===== src/sv/htfd_pkg.sv =====
// ----------------------------------------------------------------------------
// htfd_pkg
// Shared constants, types and helper functions of the head/tail deframer.
// ----------------------------------------------------------------------------
package htfd_pkg;

   // Longest tail sequence that can be matched, in bytes.
   localparam int MAX_TAIL = 4;
   // Width of the frame byte counter.
   localparam int COUNT_BITS = 8;
   // Entries of the queue between the front and the back.
   localparam int QUEUE_DEPTH = 2;

   localparam int SEEN_BITS = MAX_TAIL * 8;
   localparam int WINDOW_BITS = (MAX_TAIL - 1) * 8;
   localparam int TLEN_BITS = $clog2(MAX_TAIL + 1);
   localparam int QPTR_BITS = (QUEUE_DEPTH > 1) ? $clog2(QUEUE_DEPTH) : 1;
   localparam int QCNT_BITS = $clog2(QUEUE_DEPTH + 1);
   localparam int ADDR_BITS = 4;

   localparam logic [COUNT_BITS-1:0] COUNT_MAX = '1;

   // Register map, as word indexes.
   localparam logic [1:0] REG_HEAD_BYTE    = 2'd0;
   localparam logic [1:0] REG_TAIL_PATTERN = 2'd1;
   localparam logic [1:0] REG_TAIL_LENGTH  = 2'd2;

   localparam logic [7:0]  HEAD_BYTE_RESET    = 8'hAA;
   localparam logic [31:0] TAIL_PATTERN_RESET = 32'hCC33C33C;
   localparam logic [2:0]  TAIL_LENGTH_RESET  = 3'd4;

   // Result status codes.
   localparam logic [1:0] ST_DISCARD    = 2'd0;
   localparam logic [1:0] ST_HEAD       = 2'd1;
   localparam logic [1:0] ST_FRAME_BYTE = 2'd2;
   localparam logic [1:0] ST_FRAME_END  = 2'd3;

   typedef struct packed {
      logic [7:0]           head_byte;
      logic [31:0]          tail_pattern;
      logic [TLEN_BITS-1:0] tail_len;
   } cfg_type;

   typedef struct packed {
      logic [7:0] rx_byte;
      logic       head_hit;
      logic       tail_hit;
   } entry_type;

   // Clamps the programmed tail length into 1..MAX_TAIL.
   function automatic logic [TLEN_BITS-1:0] clamp_tlen(input logic [2:0] raw);
      logic [TLEN_BITS-1:0] res;
      if (raw == 3'd0) begin
         res = TLEN_BITS'(1);
      end else if (32'(raw) > 32'(MAX_TAIL)) begin
         res = TLEN_BITS'(MAX_TAIL);
      end else begin
         res = TLEN_BITS'(raw);
      end
      return res;
   endfunction

   // Byte mask covering the newest tlen bytes of the compare word.
   function automatic logic [SEEN_BITS-1:0] tail_mask(input logic [TLEN_BITS-1:0] tlen);
      logic [SEEN_BITS-1:0] m;
      m = '0;
      for (int i = 0; i < MAX_TAIL; i++) begin
         if (i < int'(tlen)) begin
            m[i*8 +: 8] = 8'hFF;
         end
      end
      return m;
   endfunction

   function automatic logic [7:0] cap_byte(input logic [COUNT_BITS-1:0] v);
      logic [7:0] res;
      if (32'(v) > 32'd255) begin
         res = 8'hFF;
      end else begin
         res = 8'(v);
      end
      return res;
   endfunction

endpackage


===== src/sv/htfd_req_if.sv =====
// ----------------------------------------------------------------------------
// htfd_req_if
// Request channel carrying one received byte per transfer.
// ----------------------------------------------------------------------------
interface htfd_req_if;
   logic       valid;
   logic       ready;
   logic [7:0] rx_byte;

   modport source (output valid, output rx_byte, input ready);
   modport sink (input valid, input rx_byte, output ready);
endinterface


===== src/sv/htfd_rsp_if.sv =====
// ----------------------------------------------------------------------------
// htfd_rsp_if
// Result channel carrying the classification of one received byte.
// ----------------------------------------------------------------------------
interface htfd_rsp_if;
   logic       valid;
   logic       ready;
   logic [1:0] status;
   logic [7:0] data_byte;
   logic [7:0] byte_index;
   logic [7:0] frame_length;
   logic       length_saturated;

   modport source (output valid, output status, output data_byte, output byte_index,
                   output frame_length, output length_saturated, input ready);
   modport sink (input valid, input status, input data_byte, input byte_index,
                 input frame_length, input length_saturated, output ready);
endinterface


===== src/sv/htfd_csr.sv =====
// ----------------------------------------------------------------------------
// htfd_csr
// APB register file holding the head byte and the tail sequence settings.
// ----------------------------------------------------------------------------
module htfd_csr (
   input  logic                           clock,
   input  logic                           reset,
   input  logic                           psel,
   input  logic                           penable,
   input  logic                           pwrite,
   input  logic [htfd_pkg::ADDR_BITS-1:0] paddr,
   input  logic [31:0]                    pwdata,
   output logic [31:0]                    prdata,
   output logic                           pready,
   output htfd_pkg::cfg_type              cfg
);

   logic [7:0]  head_byte_ff;
   logic [31:0] tail_pattern_ff;
   logic [2:0]  tail_length_ff;
   logic [1:0]  reg_index;
   logic        wr_en;

   assign pready    = 1'b1;
   assign reg_index = paddr[3:2];
   assign wr_en     = psel && penable && pwrite;

   always_ff @(posedge clock) begin
      if (reset) begin
         head_byte_ff    <= htfd_pkg::HEAD_BYTE_RESET;
         tail_pattern_ff <= htfd_pkg::TAIL_PATTERN_RESET;
         tail_length_ff  <= htfd_pkg::TAIL_LENGTH_RESET;
      end else if (wr_en) begin
         case (reg_index)
            htfd_pkg::REG_HEAD_BYTE: begin
               head_byte_ff <= pwdata[7:0];
            end
            htfd_pkg::REG_TAIL_PATTERN: begin
               tail_pattern_ff <= pwdata;
            end
            htfd_pkg::REG_TAIL_LENGTH: begin
               tail_length_ff <= pwdata[2:0];
            end
            default: begin
            end
         endcase
      end
   end

   always_comb begin
      case (reg_index)
         htfd_pkg::REG_HEAD_BYTE:    prdata = {24'd0, head_byte_ff};
         htfd_pkg::REG_TAIL_PATTERN: prdata = tail_pattern_ff;
         htfd_pkg::REG_TAIL_LENGTH:  prdata = {29'd0, tail_length_ff};
         default:                    prdata = 32'd0;
      endcase
   end

   assign cfg.head_byte    = head_byte_ff;
   assign cfg.tail_pattern = tail_pattern_ff;
   assign cfg.tail_len     = htfd_pkg::clamp_tlen(tail_length_ff);

endmodule


===== src/sv/htfd_front.sv =====
// ----------------------------------------------------------------------------
// htfd_front
// Accepts bytes and tags each one with head and tail compare results.
// ----------------------------------------------------------------------------
module htfd_front (
   input  logic                 clock,
   input  logic                 reset,
   htfd_req_if.sink             req,
   input  htfd_pkg::cfg_type    cfg,
   input  logic                 push_ready,
   output logic                 push_valid,
   output htfd_pkg::entry_type  push_entry
);

   logic [htfd_pkg::WINDOW_BITS-1:0] window_ff;
   logic [htfd_pkg::WINDOW_BITS-1:0] window_in;
   logic [htfd_pkg::SEEN_BITS-1:0]   seen;
   logic [htfd_pkg::SEEN_BITS-1:0]   mask;
   logic [htfd_pkg::SEEN_BITS-1:0]   pattern;
   logic                             accept;

   // The window keeps the raw byte history. The back only trusts a tail hit
   // once at least tail_len bytes followed the head, and then every byte in
   // the compared span belongs to the current frame.
   assign seen    = {window_ff, req.rx_byte};
   assign mask    = htfd_pkg::tail_mask(cfg.tail_len);
   assign pattern = htfd_pkg::SEEN_BITS'(cfg.tail_pattern);

   assign req.ready  = push_ready;
   assign accept     = req.valid && push_ready;
   assign push_valid = req.valid;

   assign push_entry.rx_byte  = req.rx_byte;
   assign push_entry.head_hit = (req.rx_byte == cfg.head_byte);
   assign push_entry.tail_hit = ((seen & mask) == (pattern & mask));

   assign window_in = seen[htfd_pkg::WINDOW_BITS-1:0];

   always_ff @(posedge clock) begin
      if (reset) begin
         window_ff <= '0;
      end else if (accept) begin
         window_ff <= window_in;
      end
   end

endmodule


===== src/sv/htfd_fifo.sv =====
// ----------------------------------------------------------------------------
// htfd_fifo
// Short queue of tagged bytes between the front and the back.
// ----------------------------------------------------------------------------
module htfd_fifo (
   input  logic                clock,
   input  logic                reset,
   input  logic                push_valid,
   input  htfd_pkg::entry_type push_entry,
   output logic                push_ready,
   output logic                pop_valid,
   output htfd_pkg::entry_type pop_entry,
   input  logic                pop_ready
);

   htfd_pkg::entry_type              entries_ff [htfd_pkg::QUEUE_DEPTH];
   logic [htfd_pkg::QPTR_BITS-1:0]   wr_ptr_ff;
   logic [htfd_pkg::QPTR_BITS-1:0]   wr_ptr_in;
   logic [htfd_pkg::QPTR_BITS-1:0]   rd_ptr_ff;
   logic [htfd_pkg::QPTR_BITS-1:0]   rd_ptr_in;
   logic [htfd_pkg::QCNT_BITS-1:0]   count_ff;
   logic [htfd_pkg::QCNT_BITS-1:0]   count_in;
   logic                             do_push;
   logic                             do_pop;

   localparam logic [htfd_pkg::QPTR_BITS-1:0] LAST_PTR =
      htfd_pkg::QPTR_BITS'(htfd_pkg::QUEUE_DEPTH - 1);
   localparam logic [htfd_pkg::QCNT_BITS-1:0] FULL_COUNT =
      htfd_pkg::QCNT_BITS'(htfd_pkg::QUEUE_DEPTH);

   assign push_ready = (count_ff != FULL_COUNT);
   assign pop_valid  = (count_ff != '0);
   assign pop_entry  = entries_ff[rd_ptr_ff];
   assign do_push    = push_valid && push_ready;
   assign do_pop     = pop_valid && pop_ready;

   always_comb begin
      wr_ptr_in = wr_ptr_ff;
      rd_ptr_in = rd_ptr_ff;
      count_in  = count_ff;
      if (do_push) begin
         wr_ptr_in = (wr_ptr_ff == LAST_PTR) ? '0 : wr_ptr_ff + 1'b1;
      end
      if (do_pop) begin
         rd_ptr_in = (rd_ptr_ff == LAST_PTR) ? '0 : rd_ptr_ff + 1'b1;
      end
      if (do_push && !do_pop) begin
         count_in = count_ff + 1'b1;
      end else if (do_pop && !do_push) begin
         count_in = count_ff - 1'b1;
      end
   end

   always_ff @(posedge clock) begin
      if (reset) begin
         wr_ptr_ff <= '0;
         rd_ptr_ff <= '0;
         count_ff  <= '0;
      end else begin
         wr_ptr_ff <= wr_ptr_in;
         rd_ptr_ff <= rd_ptr_in;
         count_ff  <= count_in;
      end
   end

   always_ff @(posedge clock) begin
      if (do_push) begin
         entries_ff[wr_ptr_ff] <= push_entry;
      end
   end

endmodule


===== src/sv/htfd_back.sv =====
// ----------------------------------------------------------------------------
// htfd_back
// Frame state tracking, byte counting and the registered result stage.
// ----------------------------------------------------------------------------
module htfd_back (
   input  logic                clock,
   input  logic                reset,
   input  htfd_pkg::cfg_type   cfg,
   input  logic                pop_valid,
   input  htfd_pkg::entry_type pop_entry,
   output logic                pop_ready,
   htfd_rsp_if.source          rsp
);

   logic                              in_frame_ff;
   logic                              in_frame_in;
   logic [htfd_pkg::COUNT_BITS-1:0]   count_ff;
   logic [htfd_pkg::COUNT_BITS-1:0]   count_in;
   logic                              sat_ff;
   logic                              sat_in;
   logic                              out_valid_ff;
   logic                              out_valid_in;
   logic [1:0]                        status_ff;
   logic [1:0]                        status_in;
   logic [7:0]                        data_ff;
   logic [7:0]                        data_in;
   logic [7:0]                        index_ff;
   logic [7:0]                        index_in;
   logic [7:0]                        length_ff;
   logic [7:0]                        length_in;
   logic                              lsat_ff;
   logic                              lsat_in;
   logic [htfd_pkg::COUNT_BITS-1:0]   total;
   logic [htfd_pkg::COUNT_BITS-1:0]   tlen_wide;
   logic                              sat_next;
   logic                              end_hit;
   logic                              take;

   assign pop_ready = !out_valid_ff || rsp.ready;
   assign take      = pop_valid && pop_ready;

   assign tlen_wide = htfd_pkg::COUNT_BITS'(cfg.tail_len);
   assign total     = (count_ff < htfd_pkg::COUNT_MAX) ? count_ff + 1'b1 : htfd_pkg::COUNT_MAX;
   assign sat_next  = sat_ff || (total == htfd_pkg::COUNT_MAX);
   assign end_hit   = pop_entry.tail_hit && (total >= tlen_wide);

   always_comb begin
      in_frame_in  = in_frame_ff;
      count_in     = count_ff;
      sat_in       = sat_ff;
      out_valid_in = out_valid_ff && !rsp.ready;
      status_in    = status_ff;
      data_in      = data_ff;
      index_in     = index_ff;
      length_in    = length_ff;
      lsat_in      = lsat_ff;
      if (take) begin
         out_valid_in = 1'b1;
         data_in      = 8'd0;
         index_in     = 8'd0;
         length_in    = 8'd0;
         lsat_in      = 1'b0;
         if (!in_frame_ff) begin
            status_in = htfd_pkg::ST_DISCARD;
            if (pop_entry.head_hit) begin
               status_in   = htfd_pkg::ST_HEAD;
               in_frame_in = 1'b1;
               count_in    = '0;
               sat_in      = 1'b0;
            end
         end else begin
            data_in  = pop_entry.rx_byte;
            index_in = htfd_pkg::cap_byte(count_ff);
            lsat_in  = sat_next;
            if (end_hit) begin
               status_in   = htfd_pkg::ST_FRAME_END;
               length_in   = htfd_pkg::cap_byte(total - tlen_wide);
               in_frame_in = 1'b0;
               count_in    = '0;
               sat_in      = 1'b0;
            end else begin
               status_in = htfd_pkg::ST_FRAME_BYTE;
               count_in  = total;
               sat_in    = sat_next;
            end
         end
      end
   end

   always_ff @(posedge clock) begin
      if (reset) begin
         in_frame_ff  <= 1'b0;
         count_ff     <= '0;
         sat_ff       <= 1'b0;
         out_valid_ff <= 1'b0;
      end else begin
         in_frame_ff  <= in_frame_in;
         count_ff     <= count_in;
         sat_ff       <= sat_in;
         out_valid_ff <= out_valid_in;
      end
   end

   always_ff @(posedge clock) begin
      status_ff <= status_in;
      data_ff   <= data_in;
      index_ff  <= index_in;
      length_ff <= length_in;
      lsat_ff   <= lsat_in;
   end

   assign rsp.valid            = out_valid_ff;
   assign rsp.status           = status_ff;
   assign rsp.data_byte        = data_ff;
   assign rsp.byte_index       = index_ff;
   assign rsp.frame_length     = length_ff;
   assign rsp.length_saturated = lsat_ff;

endmodule


===== src/sv/head_tail_frame_deframer.sv =====
// ----------------------------------------------------------------------------
// head_tail_frame_deframer
// Bytes pass the queue and result register; one per cycle while rsp is ready.
// The front compares each byte against head and tail, the back tracks the frame.
// Synchronous reset returns to hunting and restores the register defaults.
// ----------------------------------------------------------------------------
module head_tail_frame_deframer (
   input  logic                           clock,
   input  logic                           reset,
   htfd_req_if.sink                       req_chan,
   htfd_rsp_if.source                     rsp_chan,
   input  logic                           psel,
   input  logic                           penable,
   input  logic                           pwrite,
   input  logic [htfd_pkg::ADDR_BITS-1:0] paddr,
   input  logic [31:0]                    pwdata,
   output logic [31:0]                    prdata,
   output logic                           pready
);

   htfd_pkg::cfg_type   cfg;
   htfd_pkg::entry_type push_entry;
   htfd_pkg::entry_type pop_entry;
   logic                push_valid;
   logic                push_ready;
   logic                pop_valid;
   logic                pop_ready;

   htfd_csr u_csr (
      .clock   (clock),
      .reset   (reset),
      .psel    (psel),
      .penable (penable),
      .pwrite  (pwrite),
      .paddr   (paddr),
      .pwdata  (pwdata),
      .prdata  (prdata),
      .pready  (pready),
      .cfg     (cfg)
   );

   htfd_front u_front (
      .clock      (clock),
      .reset      (reset),
      .req        (req_chan),
      .cfg        (cfg),
      .push_ready (push_ready),
      .push_valid (push_valid),
      .push_entry (push_entry)
   );

   htfd_fifo u_fifo (
      .clock      (clock),
      .reset      (reset),
      .push_valid (push_valid),
      .push_entry (push_entry),
      .push_ready (push_ready),
      .pop_valid  (pop_valid),
      .pop_entry  (pop_entry),
      .pop_ready  (pop_ready)
   );

   htfd_back u_back (
      .clock     (clock),
      .reset     (reset),
      .cfg       (cfg),
      .pop_valid (pop_valid),
      .pop_entry (pop_entry),
      .pop_ready (pop_ready),
      .rsp       (rsp_chan)
   );

endmodule


===== src/flat_wrapper.sv =====
// flat-port wrapper written by rule: the top's interface ports become plain ports
module head_tail_frame_deframer_flat 
  (clock, reset, psel, penable, pwrite, paddr, pwdata, prdata, pready, req_chan_valid, req_chan_rx_byte, req_chan_ready, rsp_chan_valid, rsp_chan_status, rsp_chan_data_byte, rsp_chan_byte_index, rsp_chan_frame_length, rsp_chan_length_saturated, rsp_chan_ready);
  htfd_req_if req_chan_i ();
  htfd_rsp_if rsp_chan_i ();
  input  logic clock;
  input  logic reset;
  input  logic psel;
  input  logic penable;
  input  logic pwrite;
  input  logic [htfd_pkg::ADDR_BITS-1:0] paddr;
  input  logic [31:0] pwdata;
  output logic [31:0] prdata;
  output logic pready;
  input wire logic [$bits(req_chan_i.valid)-1:0] req_chan_valid;
  input wire logic [$bits(req_chan_i.rx_byte)-1:0] req_chan_rx_byte;
  output wire logic [$bits(req_chan_i.ready)-1:0] req_chan_ready;
  output wire logic [$bits(rsp_chan_i.valid)-1:0] rsp_chan_valid;
  output wire logic [$bits(rsp_chan_i.status)-1:0] rsp_chan_status;
  output wire logic [$bits(rsp_chan_i.data_byte)-1:0] rsp_chan_data_byte;
  output wire logic [$bits(rsp_chan_i.byte_index)-1:0] rsp_chan_byte_index;
  output wire logic [$bits(rsp_chan_i.frame_length)-1:0] rsp_chan_frame_length;
  output wire logic [$bits(rsp_chan_i.length_saturated)-1:0] rsp_chan_length_saturated;
  input wire logic [$bits(rsp_chan_i.ready)-1:0] rsp_chan_ready;
  assign req_chan_i.valid = req_chan_valid;
  assign req_chan_i.rx_byte = req_chan_rx_byte;
  assign req_chan_ready = req_chan_i.ready;
  assign rsp_chan_valid = rsp_chan_i.valid;
  assign rsp_chan_status = rsp_chan_i.status;
  assign rsp_chan_data_byte = rsp_chan_i.data_byte;
  assign rsp_chan_byte_index = rsp_chan_i.byte_index;
  assign rsp_chan_frame_length = rsp_chan_i.frame_length;
  assign rsp_chan_length_saturated = rsp_chan_i.length_saturated;
  assign rsp_chan_i.ready = rsp_chan_ready;
  head_tail_frame_deframer u_core (.clock(clock), .reset(reset), .req_chan(req_chan_i), .rsp_chan(rsp_chan_i), .psel(psel), .penable(penable), .pwrite(pwrite), .paddr(paddr), .pwdata(pwdata), .prdata(prdata), .pready(pready));
endmodule

===== config.mk =====
export PLATFORM = sky130hd
export DESIGN_NAME = head_tail_frame_deframer_flat
export DESIGN_NICKNAME = d
export VERILOG_FILES = /design/src/sv/htfd_pkg.sv /design/src/sv/htfd_req_if.sv /design/src/sv/htfd_rsp_if.sv /design/src/sv/htfd_csr.sv /design/src/sv/htfd_front.sv /design/src/sv/htfd_fifo.sv /design/src/sv/htfd_back.sv /design/src/sv/head_tail_frame_deframer.sv /design/src/flat_wrapper.sv
export SDC_FILE = /design/constraint.sdc
export NUM_CORES = 1
export LEC_CHECK = 0
export BUFFER_PORTS_ARGS = -buffer_cell sky130_fd_sc_hd__buf_2
export CAP_MARGIN = 25
export CELL_PAD_IN_SITES_DETAIL_PLACEMENT = 2
export CELL_PAD_IN_SITES_GLOBAL_PLACEMENT = 2
export CORE_MARGIN = 3
export CORE_UTILIZATION = 34
export DETAILED_ROUTE_END_ITERATION = 10
export GPL_ROUTABILITY_DRIVEN = 0
export PLACE_DENSITY = 0.84
export SYNTH_ARGS = -nofsm -noshare
export SYNTH_HDL_FRONTEND = slang
export SYNTH_SLANG_ARGS = --single-unit

===== constraint.sdc =====
create_clock -name clock -period 3.9 [get_ports clock]
set_input_delay 0.39 -clock clock [delete_from_list [all_inputs] [get_ports clock]]
set_output_delay 0.39 -clock clock [all_outputs]
set_load 0.005 [all_outputs]

==> results of run 1 <==
## flip-flops by register name, indices dropped and copies added (netlist names), 2 cells and up, named ones only
register and count:
u_core.u_back.count_ff 8, u_core.u_back.rsp.byte_index 8, u_core.u_back.rsp.data_byte 8, u_core.u_back.rsp.frame_length 8, u_core.u_back.rsp.status 2, u_core.u_csr.head_byte_ff 8, u_core.u_csr.tail_length_ff 3, u_core.u_csr.tail_pattern_ff 32
u_core.u_fifo.count_ff 2, u_core.u_fifo.entries_ff 20, u_core.u_front.window_ff 24
## synth_stat cells, drive strengths merged (2+ instances only)
library cell,number,share of area [%]
a211o,2,0.30
a211oi,2,0.34
a21oi,51,4.7
a32o,3,0.51
a41o,2,0.34
and2,32,3.4
and4,2,0.39
buf,7,0.98
clkbuf,21,1.3
clkinv,2,0.13
dfxtp,83,28
edfxtp,47,24
ha,5,1.1
inv,10,0.64
mux2i,29,5.0
nand2,132,8.5
nand2b,4,0.43
nand3,23,2.1
nand4,5,0.53
nor2,40,2.9
nor2b,6,0.64
nor3,5,0.51
nor3b,3,0.39
nor4,7,0.75
o21ai,15,1.3
or2,3,0.32
or3,2,0.21
xnor2,21,3.3
xor2,30,4.5
## layout by cell type, fill, tap and decap left out, drive strengths merged, types with 6 or more instances in the layout
cell    netlist  layout
a21oi        51      51
buf           7     116
clkbuf       21      17
o21ai        15      15
and2         32      32
dfxtp        83      83
nor2b         6       6
edfxtp       47      47
nand3        23      23
nor2         40      40
mux2i        29      29
inv          10      10
nand2       132     132
xor2         30      30
xnor2        21      21
nor4          7       7
clkinv        2       7
## where the power goes
group	switching [mW]	total, mW	internal (mW)
logic	0.466	0.765	0.299
registers	0.126	1.79	1.66
clock network	0.615	1.68	1.06
total	1.21	4.23	3.02
## worst max path at each step
stage,end,slack (ps),cells after the start
after global routing,u_core.u_back.rsp.status[0]$_DFFE_PP_,120,13
after floorplan,u_core.u_back.rsp.status[0]$_DFFE_PP_,1020,12
after detailed placement,u_core.u_back.rsp.status[0]$_DFFE_PP_,380,13
after CTS,u_core.u_back.rsp.status[0]$_DFFE_PP_,310,13
after global placement,u_core.u_back.rsp.status[0]$_DFFE_PP_,620,13
final,u_core.u_back.rsp.status[0]$_DFFE_PP_,280,13
## kinds of logic (layout without fill, tap and decap cells)
logic type	after synthesis	after routing	synth area share, %
other	1	1	0.0641
buffers and inverters	40	159	3.10
AOI/OAI and AO/OA	80	80	8.30
DFF	130	130	52.5
and+or+nand+nor	268	268	21.8
xor gates and xnor gates	51	51	7.77
muxes	29	29	5.03
adders and majority gates	6	6	1.41
## area by class of cell
class	instances	area share, %
Multi-Input combinational cell	435	36.0
Inverter	12	0.623
Tap cell	220	3.81
Sequential cell	130	42.5
Timing Repair Buffer	116	8.55
Clock inverter	14	2.63
Clock buffer	17	5.89
## per-layer routing
metal	track usage, %	vias to the layer above	wire, um
met2	35.7	110	9400
met5	0	-	0
met3	3.49	27	702
met4	8.37	0	397
li1	-	2262	-
met1	23.3	2296	7430
## worst max-delay path: cells and delay by family, from the launching register on
family	cells	cell delay (ps)
AOI/OAI and AO/OA	4	800
DFF	1	370
adders and majority gates	3	920
buffers and inverters	1	70
and+or+nand+nor	5	1170
## per-stage QoR
stage	hold slack (ps)	util [%]
floorplan	448	-
global placement	461	39.4
detailed placement	474	39.4
CTS	158	43.1
global route	183	43.3
finish	174	43.3
==> impl_metrics.ini, run 1 <==
[status]
run_status = finished, final reports clean

[cells_and_area]
drive_above_1_share_pct = 23.3
filler_cell_count = 1830
final-instance-count-excl-fill = 944
multiInputGateArea_sq_mm = 0.00260
layout.nets = 769
layout.area.seq_sq_mm = 0.00307
finish.instance_area_sq_mm = 0.00723
num_antenna_cells = 0
area_delta_synth_final_pct = 23.6

[sta]
fin_ws_ps = 282
max_slew_margin_pct = 32.6
fmaxAchievable_ghz = 0.276
period_needed_ps = 3620
timing.final.crit_share_pct = 92.8
unrepaired_setup_endpoints_after_global_routing = false
totalNegativeSetupSlack_ps = 0
timing.final.hold_violations = 0
drv_slew = 0
tightest_slew_ps = 1010
timing.clock.skew_ps = 6.77
setup_violations = 0

[grt]
grt-ovfl-total = 0
grt_antenna_before_repair = 0
maximum_number_of_pins_on_one_net_before_global_route_repair = 50
global_route_wire_length_before_repair_um = 28400
grt_pass1_vias = 5180
gr-usage-all-layers_pct = 19.9

[yosys]
async_reset_ff_share_pct = 0
synth_edf_count = 47
synth.ff_latch_count = 130
post_synth_cell_types = 55
syn_inst = 605
synthesis.area_per_instance_sq_um = 9.67
synth-seq-area-share_pct = 52.5
synth_warnings = 0
post_synthesis_cell_area_sq_mm = 0.00585
mappedNetlistNets = 662
ys_dominant_reg_cell = dfxtp_1

[placement]
placedCellCount = 912
post_dp_cell_area_sq_mm = 0.00658
place_ws_ps = 381
detailedPlacementHpwl_um = 12900
place.port_buffers = 109

[worst_setup_path]
max_stage_delay_ps = 460
cp-startpoint = u_core.u_back.count_ff[0]$_SDFFE_PP0P_
worst_setup_path_end_kind = register
worst_path_max_delay_cell = or2_1
timing.setup.critical_path_class = register to register
r2r_slack_ps = 280
timing.reg2reg.worst_path_depth = 13
required_time_of_the_worst_setup_path_ps = 4060
r2r_endpoint = u_core.u_back.rsp.status[0]$_DFFE_PP_
critical_path.most_common_cell = ha_1
crit_fanout = 9
setup.worst_path.start_class = register
cp_cell_sequence = ha_1, nand3_1, nor3_1, nor2_1, ha_1, inv_1, fa_1, a21o_1, a21oi_1, nor4b_4, a41o_1, or2_1, o21ai_2
critical_path_arrival_ps = 3780
worst_r2r_startpoint = u_core.u_back.count_ff[0]$_SDFFE_PP0P_

[pwr]
total_power_mw = 4.23
leakagePower_nw = 2.92
power-per-cell-area_mw_per_mm2 = 586
worst_ir_drop_vdd_v = 0.000356

[route]
vias_post_dr = 4695
wirelength_um = 17900
drc_violations = 0
drt_iter0_markers = 215
post_drt_via_cell_ratio = 4.97
drt-pass1-iter-count = 4
wl_per_cell_um = 19.0
number_of_routed_nets_with_antenna_violations = 0

[clock_tree]
clk_root_buffer_cell = clkbuf_16
htree_num_levels = 4
cts.repair_timing.setup_buffer_count = 0
cts_tree = built
tritoncts.num_buffers = 17
worst_setup_hold_path_clk_slew_ps = 60
cts.sinks = 130
ctsResizeCount = 0
cts_buffer_depth = 2
clock_insertion_delay_worst_skew_ps = 430
cts.hold.buffers_added = 0

[job]
maxCapViolCount = 0

[floorplan]
num_io_pins = 113
die_area_sq_mm = 0.0188
die_width_um = 137
floorplan.initialDensity_pct = 35.0
core_sq_mm = 0.0167
die-height_um = 137
num_rows = 47

[worst_hold_path]
timing.hold.worst_path_depth = 3
hp-class = input port to register
timing.hold.worst_endpoint = u_core.u_csr.tail_pattern_ff[9]$_SDFFE_PP1P_
hold_path_startpoint = pwdata[9]
No activity file was read; power rests on OpenSTA's default activity.
==> run 2, diff against run 1 <==
- CORE_UTILIZATION: 34 -> 37
- PLACE_DENSITY: 0.84 -> 0.9
- clock period: 3.9 -> 4.5 ns (I/O delays scaled with it)
==> run 2 against run 1 <==
Effect of this change:
- setup slack gained 500 ps
- global-route usage grew 5.7 points
- flip-flop and latch count did not move
- hold slack gained 73 ps
- count of clock-buffer cells in the layout increased by 6
==> impl_metrics.ini, run 2 (synthesized netlist as in run 1, its figures left out) <==
[floorplan]
floorplan.initialDensity_pct = 38.2
die_width_um = 132
core_sq_mm = 0.0153
die-height_um = 132
num_io_pins = 113
die_area_sq_mm = 0.0174
num_rows = 45

[sta]
drv_slew = 0
unrepaired_setup_endpoints_after_global_routing = false
fmaxAchievable_ghz = 0.269
tightest_slew_ps = 992
max_slew_margin_pct = 33.6
timing.clock.skew_ps = 13.1
totalNegativeSetupSlack_ps = 0
setup_violations = 0
period_needed_ps = 3710
timing.final.hold_violations = 0
fin_ws_ps = 786
timing.final.crit_share_pct = 82.5

[grt]
global_route_wire_length_before_repair_um = 34400
gr-usage-all-layers_pct = 25.6
grt_pass1_vias = 5755
grt-ovfl-total = 0
maximum_number_of_pins_on_one_net_before_global_route_repair = 59
grt_antenna_before_repair = 0

[worst_setup_path]
setup.worst_path.start_class = register
cp-startpoint = u_core.u_back.count_ff[0]$_SDFFE_PP0P_
crit_path_end = u_core.u_back.rsp.status[0]$_DFFE_PP_
worst-path-stages = 13
r2r_endpoint = u_core.u_back.rsp.status[0]$_DFFE_PP_
critical_path.most_common_cell = ha_1
cpLargestDelayFamily = simple AND/OR/NAND/NOR gates
crit_fanout = 9
cp.buffers_inverters = 1
cp_cell_sequence = ha_1, nand3_1, nor3_1, nor2_1, ha_1, inv_1, fa_1, a21o_1, a21oi_1, nor4b_4, a41o_1, or2_1, o21ai_2
worst_path_max_delay_cell = or2_1
worst_setup_path_end_kind = register
r2r_slack_ps = 790
timing.reg2reg.worst_path_depth = 13
required_time_of_the_worst_setup_path_ps = 4640
worst_r2r_startpoint = u_core.u_back.count_ff[0]$_SDFFE_PP0P_
critical_path_arrival_ps = 3860
timing.setup.critical_path_class = register to register
max_stage_delay_ps = 510

[cells_and_area]
largest_register_ff_count = 32
finish.utilization_pct = 47.2
drive_above_1_share_pct = 22.9
commonest_non_fill_non_tap_cells_in_the_layout = nand2_1, buf_2, dfxtp_1
layout.area.seq_sq_mm = 0.00307
area_delta_synth_final_pct = 23.6
final-instance-count-excl-fill = 935
commonest_non_fill_non_tap_cell_in_the_layout = nand2_1
registers.top_by_ff_count = u_core.u_csr.tail_pattern_ff
reg.largest.list = u_core.u_csr.tail_pattern_ff (32), u_core.u_front.window_ff (24), u_core.u_fifo.entries_ff (20)
num_antenna_cells = 0
multiInputGateArea_sq_mm = 0.00260
filler_cell_count = 1608
layout.nets = 768

[pwr]
netSwitchingPower_mw = 1.09
p_comb_share_pct = 18.4
power.share.switching_pct = 28.9
total_power_mw = 3.78
share_clk_of_total_power_pct = 40.4
leakagePower_nw = 2.94
cell_internal_pwr_mw = 2.69
worst_ir_drop_vdd_v = 0.000314
seq_power_share_pct = 41.2
power-per-cell-area_mw_per_mm2 = 523

[worst_hold_path]
hp-class = input port to register

[clock_tree]
worst_setup_hold_path_clk_slew_ps = 60
htree_num_levels = 4
clk_root_buffer_cell = clkbuf_16
tritoncts.num_buffers = 17
cts.sinks = 130
cts.hold.buffers_added = 0
cts.repair_timing.setup_buffer_count = 0
clock_insertion_delay_worst_skew_ps = 420
cts_tree = built
cts_buffer_depth = 2
ctsResizeCount = 0

[route]
drc_violations = 0
drt-pass1-iter-count = 4
number_of_routed_nets_with_antenna_violations = 0
wl_per_cell_um = 23.3
vias_post_dr = 5007
wirelength_um = 21800
drt_iter0_markers = 316
post_drt_via_cell_ratio = 5.36

[placement]
detailedPlacementHpwl_um = 12700
place_ws_ps = 933
placedCellCount = 902
place.port_buffers = 109

[status]
run_status = finished, final reports clean

[job]
maxCapViolCount = 0
[run 2: through the flow]
step                      instance area (sq um)  hold WS, ps
after global placement                     6560          455
after detailed placement                   6560          469
after CTS                                  7200          226
after global routing                       7230          235
final                                      7230          247
after floorplan                            5850          448
[run 2: worst reg2reg max path, delay by kind of cell, from the launching register on]
family | cells | cell delay (ps)
AND/OR/NAND/NOR | 5 | 1240
buffers and inverters | 1 | 80
AO/OA/AOI/OAI | 4 | 840
flip-flops | 1 | 360
adder cells (fa/ha/maj) | 3 | 950
[run 2: area by class of cell]
type                       count  share of cell area (%)
timing repair buffer         115                    8.44
clock buffer                  23                    6.77
clock inverter                 9                    2.08
multi-input combinational    435                    35.9
sequential                   130                    42.5
inverter                      12                   0.623
tap                          211                    3.65
[run 2: power groups by stage]
stage / Sequential (mW) / Clock [mW] / Combinational, mW
2_1_floorplan: 1.55 / 0 / 0.367
3_3_place_gp: 1.57 / 0 / 0.582
3_5_place_dp: 1.58 / 0 / 0.620
4_1_cts: 1.57 / 1.55 / 0.664
5_1_grt: 1.58 / 1.60 / 0.765
6_report: 1.56 / 1.53 / 0.696
[run 2: worst min path at each step]
stage / from / endpoint / slack, ps / cells past startpoint
floorplan: u_core.u_front.window_ff[23]$_SDFFE_PP0P_ / u_core.u_front.window_ff[23]$_SDFFE_PP0P_ / 450 / 2
global placement: u_core.u_front.window_ff[23]$_SDFFE_PP0P_ / u_core.u_front.window_ff[23]$_SDFFE_PP0P_ / 450 / 2
detailed placement: u_core.u_front.window_ff[19]$_SDFFE_PP0P_ / u_core.u_front.window_ff[19]$_SDFFE_PP0P_ / 470 / 2
CTS: pwdata[30] / u_core.u_csr.tail_pattern_ff[30]$_SDFFE_PP1P_ / 230 / 3
global route: pwdata[3] / u_core.u_csr.head_byte_ff[3]$_SDFFE_PP1P_ / 240 / 2
finish: pwdata[30] / u_core.u_csr.tail_pattern_ff[30]$_SDFFE_PP1P_ / 250 / 3
[run 2: per-layer routing]
| metal | vias up | track usage [%] | part of all wire (%) |
|---|---|---|---|
| met5 | - | 0 | 0 |
| li1 | 2265 | - | - |
| met1 | 2536 | 29.4 | 41 |
| met2 | 158 | 45.8 | 53 |
| met4 | 0 | 9.80 | 2.4 |
| met3 | 48 | 6.51 | 4.1 |
